===== config.mk =====
export PLATFORM = sky130hd
export DESIGN_NAME = ttte_ctrl
export DESIGN_NICKNAME = d
export VERILOG_FILES = /design/src/rtl/core/ttte_pkg.sv /design/src/rtl/core/ttte_ctrl.sv
export SDC_FILE = /design/constraint.sdc
export NUM_CORES = 1
export LEC_CHECK = 0
export ABC_AREA = 1
export BUFFER_PORTS_ARGS = -buffer_cell sky130_fd_sc_hd__buf_2
export CAP_MARGIN = 20
export CORE_ASPECT_RATIO = 1.2
export CORE_MARGIN = 5
export CORE_UTILIZATION = 35
export CTS_CLUSTER_SIZE = 12
export DETAILED_ROUTE_END_ITERATION = 10
export GPL_TIMING_DRIVEN = 0
export MAX_ROUTING_LAYER = met4
export PLACE_DENSITY = 0.65
export SYNTH_ARGS = -nofsm -noshare
export SYNTH_HDL_FRONTEND = slang
export SYNTH_SLANG_ARGS = --single-unit
export TNS_END_PERCENT = 5

===== constraint.sdc =====
create_clock -name clock -period 1.4 [get_ports clock]
set_input_delay 0.14 -clock clock [delete_from_list [all_inputs] [get_ports clock]]
set_output_delay 0.14 -clock clock [all_outputs]
set_load 0.005 [all_outputs]

===== src/rtl/core/ttte_pkg.sv =====
// Shared types and constants for the Toffoli truth table engine.
// Depends on nothing; every other file of the block imports it.
`default_nettype none

package ttte_pkg;

   // Default sizing handed to the top-level parameters
   localparam int DEF_MAX_LINES = 8;
   localparam int DEF_MAX_GATES = 256;

   // Field widths fixed by the stream format
   localparam int MASK_W      = 8;
   localparam int CMD_W       = 3;
   localparam int LINE_CNT_W  = 4;
   localparam int CNT_OUT_W   = 9;
   localparam int STATUS_W    = 2;
   localparam int REQ_TDATA_W = 24;
   localparam int RSP_TDATA_W = 24;

   localparam logic [LINE_CNT_W-1:0] LINE_COUNT_RESET = 4'd8;

   typedef enum logic [CMD_W-1:0] {
      OP_APPEND       = 3'd0,
      OP_REMOVE_LAST  = 3'd1,
      OP_PREPEND      = 3'd2,
      OP_REMOVE_FIRST = 3'd3,
      OP_COMPARE      = 3'd4
   } ttte_op_type;

   typedef enum logic [STATUS_W-1:0] {
      STATUS_DONE  = 2'd0,
      STATUS_FULL  = 2'd1,
      STATUS_EMPTY = 2'd2
   } ttte_status_type;

   typedef enum logic [3:0] {
      S_IDLE,
      S_DECODE,
      S_GATE_WAIT,
      S_XOR_FILL,
      S_XOR_RUN,
      S_XOR_DRAIN,
      S_SWAP_SCAN,
      S_SWAP_WA,
      S_SWAP_WB,
      S_CMP_RD,
      S_CMP_CHK,
      S_FINISH
   } ttte_state_type;

   // Controller to datapath
   typedef struct packed {
      logic capture;
      logic add_tail;
      logic add_head;
      logic take_tail;
      logic take_head;
      logic gate_load;
      logic set_full;
      logic set_empty;
      logic scan_clear;
      logic scan_step;
      logic xor_issue;
      logic xor_write;
      logic swap_issue;
      logic swap_write_a;
      logic swap_write_b;
      logic cmp_issue;
      logic cmp_check;
      logic rsp_load;
   } ttte_cmd_type;

   // Datapath to controller
   typedef struct packed {
      ttte_op_type op;
      logic        last;
      logic        full;
      logic        empty;
      logic        scan_last;
      logic        swap_hit;
      logic        cmp_in_range;
      logic        out_free;
   } ttte_stat_type;

endpackage

`default_nettype wire


===== src/rtl/core/ttte_ctrl.sv =====
// Sequencing state machine of the Toffoli truth table engine.
// Uses ttte_pkg; drives the command struct of ttte_dpath.
`default_nettype none

module ttte_ctrl
   import ttte_pkg::*;
(
   input  wire logic          clock,
   input  wire logic          reset,
   input  wire logic          req_tvalid,
   output logic               req_tready,
   input  wire ttte_stat_type stat,
   output ttte_cmd_type       cmd
);

   ttte_state_type state_ff, state_in;

   always_ff @(posedge clock) begin
      if (reset) begin
         state_ff <= S_IDLE;
      end else begin
         state_ff <= state_in;
      end
   end

   // Next state
   always_comb begin
      state_in = state_ff;
      unique case (state_ff)
         S_IDLE: begin
            if (req_tvalid) state_in = S_DECODE;
         end
         S_DECODE: begin
            unique case (stat.op)
               OP_APPEND:       state_in = stat.full  ? S_FINISH : S_XOR_FILL;
               OP_PREPEND:      state_in = stat.full  ? S_FINISH : S_SWAP_SCAN;
               OP_REMOVE_LAST:  state_in = stat.empty ? S_FINISH : S_GATE_WAIT;
               OP_REMOVE_FIRST: state_in = stat.empty ? S_FINISH : S_GATE_WAIT;
               OP_COMPARE:      state_in = S_CMP_RD;
               default:         state_in = S_IDLE;
            endcase
         end
         S_GATE_WAIT: begin
            state_in = (stat.op == OP_REMOVE_LAST) ? S_XOR_FILL : S_SWAP_SCAN;
         end
         S_XOR_FILL: begin
            state_in = stat.scan_last ? S_XOR_DRAIN : S_XOR_RUN;
         end
         S_XOR_RUN: begin
            state_in = stat.scan_last ? S_XOR_DRAIN : S_XOR_RUN;
         end
         S_XOR_DRAIN: begin
            state_in = S_FINISH;
         end
         S_SWAP_SCAN: begin
            if (stat.swap_hit) state_in = S_SWAP_WA;
            else if (stat.scan_last) state_in = S_FINISH;
         end
         S_SWAP_WA: begin
            state_in = S_SWAP_WB;
         end
         S_SWAP_WB: begin
            state_in = stat.scan_last ? S_FINISH : S_SWAP_SCAN;
         end
         S_CMP_RD: begin
            if (stat.cmp_in_range) state_in = S_CMP_CHK;
            else state_in = stat.last ? S_FINISH : S_IDLE;
         end
         S_CMP_CHK: begin
            state_in = stat.last ? S_FINISH : S_IDLE;
         end
         S_FINISH: begin
            if (stat.out_free) state_in = S_IDLE;
         end
         default: begin
            state_in = S_IDLE;
         end
      endcase
   end

   // Outputs
   always_comb begin
      cmd        = '0;
      req_tready = 1'b0;
      unique case (state_ff)
         S_IDLE: begin
            req_tready  = 1'b1;
            cmd.capture = req_tvalid;
         end
         S_DECODE: begin
            unique case (stat.op)
               OP_APPEND: begin
                  cmd.set_full   = stat.full;
                  cmd.add_tail   = !stat.full;
                  cmd.scan_clear = 1'b1;
               end
               OP_PREPEND: begin
                  cmd.set_full   = stat.full;
                  cmd.add_head   = !stat.full;
                  cmd.scan_clear = 1'b1;
               end
               OP_REMOVE_LAST: begin
                  cmd.set_empty = stat.empty;
                  cmd.take_tail = !stat.empty;
               end
               OP_REMOVE_FIRST: begin
                  cmd.set_empty = stat.empty;
                  cmd.take_head = !stat.empty;
               end
               default: begin
               end
            endcase
         end
         S_GATE_WAIT: begin
            cmd.gate_load  = 1'b1;
            cmd.scan_clear = 1'b1;
         end
         S_XOR_FILL: begin
            cmd.xor_issue = 1'b1;
         end
         S_XOR_RUN: begin
            cmd.xor_issue = 1'b1;
            cmd.xor_write = 1'b1;
         end
         S_XOR_DRAIN: begin
            cmd.xor_write = 1'b1;
         end
         S_SWAP_SCAN: begin
            cmd.swap_issue = stat.swap_hit;
            cmd.scan_step  = !stat.swap_hit && !stat.scan_last;
         end
         S_SWAP_WA: begin
            cmd.swap_write_a = 1'b1;
         end
         S_SWAP_WB: begin
            cmd.swap_write_b = 1'b1;
            cmd.scan_step    = !stat.scan_last;
         end
         S_CMP_RD: begin
            cmd.cmp_issue = stat.cmp_in_range;
         end
         S_CMP_CHK: begin
            cmd.cmp_check = 1'b1;
         end
         S_FINISH: begin
            cmd.rsp_load = stat.out_free;
         end
         default: begin
         end
      endcase
   end

endmodule

`default_nettype wire


[Yosys cells after proc, flatten, opt, wreduce, memory -nomap -nowiden]
Index checks and enable logic that the tools add are counted.
Word-level totals
  flip-flop bits (word level): 4
  latch bits: 0
  memory bits (writable): 0
  ROM bits: 0
  output and inout port bits: 19
  logic and storage cells: 67
  memories: 0
Operators by class
  add/sub/neg operators: 0
  $mul: 0
  divide/modulo/power cells: 0
  $lt $le $gt $ge: 0
  equal/unequal tests: 18
  shift operators: 0
  mux-type cells: 36
  bitwise operators: 0
  reductions and logical operators: 12
Operators with widths (count)
  $mux 4: 11
  $pmux 4 s11: 1
  $mux 1: 19
  $eq 4x3->1 const B: 4
  $eq 4x4->1 const B: 4
  $pmux 4 s4: 1
  $eq 4x2->1 const B: 2
  $reduce_or 2->1: 4
  $eq 3x2->1 const B: 2
  $eq 4x1->1 const B: 1
  $logic_not 1->1: 4
  $logic_not 4->1: 1
  $ne 2x2->1 const B: 2
  $pmux 1 s2: 2
  $eq 3x1->1 const B: 1
  $eq 3x3->1 const B: 1
  $logic_not 3->1: 1
  $mux 3: 1
  $ne 3x3->1 const B: 1
  $reduce_and 3->1: 1
  $mux 2: 1
  $logic_and 1x1->1: 1

[Depth between registers and ports, before layout]
  word-level depth: 4
  mapped depth: 9
  depth with buffers taken out: 9

[Worst setup path after synthesis]
No wires, ideal clock.
  path type: register to register
  start point: reg state_ff[2]
  end point: reg state_ff[0]
  setup time: 118 ps
  arrival time: 1047 ps
  required time: 1282 ps
  setup slack: 235 ps
  cell stages (with the launch flop): 10
  path buffers: 0
  period minus slack after synthesis: 1165 ps
  cell sequence: dfxtp_1 -> inv_2 -> nor2_4 -> inv_2 -> nor3_2 -> nand2_2 -> nand2_1 -> nor2_1 -> nand2_1 -> a21oi_1
On the way
  longest elaborated chain between the ends: 3
  elaborated cells on any way between the ends: 18
  classes of those cells: eq/ne (14); mux (1); reduce/logical (3)
RTL lines
  start, declared: RTL line ttte_ctrl.sv:16  | ttte_state_type state_ff, state_in;
  start signal, assigned: RTL line ttte_ctrl.sv:22  | state_ff <= state_in;
  $eq 4x3->1 (tied with other cells): RTL line ttte_ctrl.sv:29  | unique case (state_ff)
  $reduce_or 2->1 (no source line) (tied with other cells)
  $pmux 4 s11 / $reduce_and 3->1 (equally long branches)
Parallel ways exist; a longest one is shown, timed or not.
A chain may end at the register's enable or synchronous reset.

==> results.cfg <==
[outcome]
outcome = finished clean

[pwr]
pwr-share-comb = 0.704
p_clk_frac = 0.106
leakage_nw = 0.5385
power_frac_seq = 0.189
max-vdd-ir-drop_v = 0.0006260
switching_share = 0.5084
power.internal_w = 0.0006184
powerDensity_mw_per_mm2 = 1394
switchingPower_w = 0.0006395

[setup_path]
worstSetupPathType = reg2out
crit_arrival_ps = 1230
path_cells = buf_4 > nor2_2 > nand2_1 > nor2_1 > buf_2
slowest_delay_ps = 350
endpoint_kind = output pin
crit_buf_inv = 2
worstSetupStartpointType = flip-flop
critPathTopFamily = simple AND/OR/NAND/NOR gates
required_ps = 1260
slowest_stage = dfxtp_4
worstPathMaxFanout = 4

[global_route]
grt_pass1_wl_mm = 3.132
grtUsageTotal = 0.1671
grt_pass1_vias = 764
grt-ovfl-total = 0
grt_max_degree = 8
antenna_found_initial = 0

[place]
gp_routability_congestion = 0.8879
port-buffer-count = 31
placed_area_sq_um = 763.2
place_ws_ps = 18.38
place_inst = 161
hpwl_mm = 1.453

[cts]
clk_latency_ps = 220
cts_buffers = 3
path_clk_slew_ps = 30
cts_buffer_depth = 2
cts_sinks = 4
cts-root-buf = clkbuf_4
ctsHoldBuffers = 0
ctsHtreeMaxLevel = 1
cts_tree = yes

[timing]
post-route-period-util = 0.9819
clock.fmax_mhz = 727.5
hold_violations = 0
worst_slew_pin_slew_ps = 245.9
setup_violations = 0
layout_min_cycle_time_ps = 1375
rsz0062_at_grt = true
setup_slack_ps = 25.38
slew_viol_final = 0
slew_headroom = 0.8355
fin_worst_skew_ps = 2.215
fin_tns_setup_ps = 0

[logic_synthesis]
synth_cell_type_count = 17
yosysTopAreaCell = nand2_1
synth_nets = 125
synth_edf_count = 0
synth.area.top_cells = nand2_1, dfxtp_1, inv_1, nor2_1, nand3_1
synth-main-ff-cell = dfxtp_1
synth_top_cell_area_share = 0.1923
avgSynthCellArea_sq_um = 5.228
ys_async_sr_fraction = 0
syn_area_sq_um = 585.6
yosys-top-cells-count = nand2_1, inv_1, nor2_1
seq_area_frac_synth = 0.1368
synth_seq_cells = 4
yosysMostFrequentCell = nand2_1
yosysWarnings = 0
synthCells = 112

[final_layout]
fin_util = 0.5563
regMostFlops = state_ff
drive_above_1_share = 0.4600
syn2layout_area_growth_pct = 54.06
largest_register_ffs = 4
antennaDiodeCount = 0
nets = 165
final.fill_count = 180
largestRegisters = state_ff: 4 flops
final_cells = 168
post-route-cell-area_sq_um = 902.1

[detailed_routing]
ant_nets = 0
drt_iter0_markers = 17
dr_total_vias = 808
post_drt_wl_per_cell_um = 11.72
drt_first_pass_iters = 4
drt_wl_total_mm = 1.969
drc_errors = 0
viasPerCell = 4.810

[min_path]
hp-class = in2reg

[die]
die_y_um = 54.81
num_rows = 16
die_w_um = 47.34
io_pins = 32
dieArea_sq_mm = 0.002594
core_area_sq_mm = 0.001622
start_util = 0.3611

[run]
maxCapViolations = 0
## final timing paths
path                            startpoint                       end  slack [ps]  cells past startpoint
setup / recovery  state_ff[0]$_SDFFE_PP0P_                   cmd[17]          30                      5
setup reg to reg  state_ff[0]$_SDFFE_PP0P_  state_ff[3]$_SDFFE_PP0P_         130                      8
hold / removal                       reset  state_ff[0]$_SDFFE_PP0P_         110                      2
hold reg to reg   state_ff[2]$_SDFFE_PP0P_  state_ff[0]$_SDFFE_PP0P_         670                      3
## area by class of cell
cell class | count | area (sq um) | share of cell area
Clock buffer | 3 | 22.52 | 0.02497
Timing Repair Buffer | 35 | 185.2 | 0.2053
Sequential cell | 4 | 92.59 | 0.1026
Inverter | 21 | 81.33 | 0.09015
Tap cell | 18 | 22.52 | 0.02497
Multi-Input combinational cell | 87 | 498.0 | 0.5520
## cell usage in the layout, fill, tap and decap left out, drive strengths merged
cell type | Yosys | routed
nor2 | 23 | 23
buf | 0 | 35
o211ai | 1 | 1
nand2 | 35 | 35
nor3b | 1 | 1
inv | 21 | 21
nand3b | 2 | 2
clkbuf | 0 | 3
nor4 | 3 | 3
o21ai | 3 | 3
nor3 | 4 | 4
a21oi | 4 | 4
dfxtp | 4 | 4
nand3 | 11 | 11
## per-layer routing
metal	up-vias	part of all wire	GRT usage	wire, um
met3	2	0.073	0.003289	144
met2	32	0.53	0.3058	1035
met5	-	0	-	0
li1	429	-	-	-
met1	345	0.39	0.1942	768
met4	0	0.011	0.04608	21
## power by group through the flow
stage / combinational [W] / sequential, W / clock (W)
6_report: 0.000886 / 0.000238 / 0.000134
2_1_floorplan: 0.000480 / 0.000192 / 0
3_3_place_gp: 0.000680 / 0.000203 / 0
4_1_cts: 0.000822 / 0.000222 / 0.000140
3_5_place_dp: 0.000686 / 0.000203 / 0
5_1_grt: 0.000996 / 0.000244 / 0.000146
## per-stage QoR
stage                power, W  hold WS (ps)
CTS                  0.001185         102.3
global route         0.001386         110.8
detailed placement  0.0008888         345.2
floorplan           0.0006718         209.1
global placement    0.0008826         343.0
finish               0.001258         108.1
## worst register-to-register path, cell delays in order, from the launching register on
cell     delay, ps
dfxtp_4        350
buf_4          150
nand2_2         90
inv_1           60
nand3_1        140
nand2_1        100
nor2_2         120
nand2_1         70
a21oi_1        120
## cells by family after synthesis
kind of cell           Yosys count  share of synthesized area
and+or+nand+nor                 79                     0.6560
buffers and inverters           21                     0.1346
AOI/OAI and AO/OA                8                    0.07265
DFF                              4                     0.1368
## timing repair
item                                    in CTS  in global routing
endpoints found under the setup margin       6                 11
pin swaps                                    4                  1
gates resized for setup                     12                 13
buffers inserted                             4                  0
Note: power is estimated with default switching activity, not from simulation.
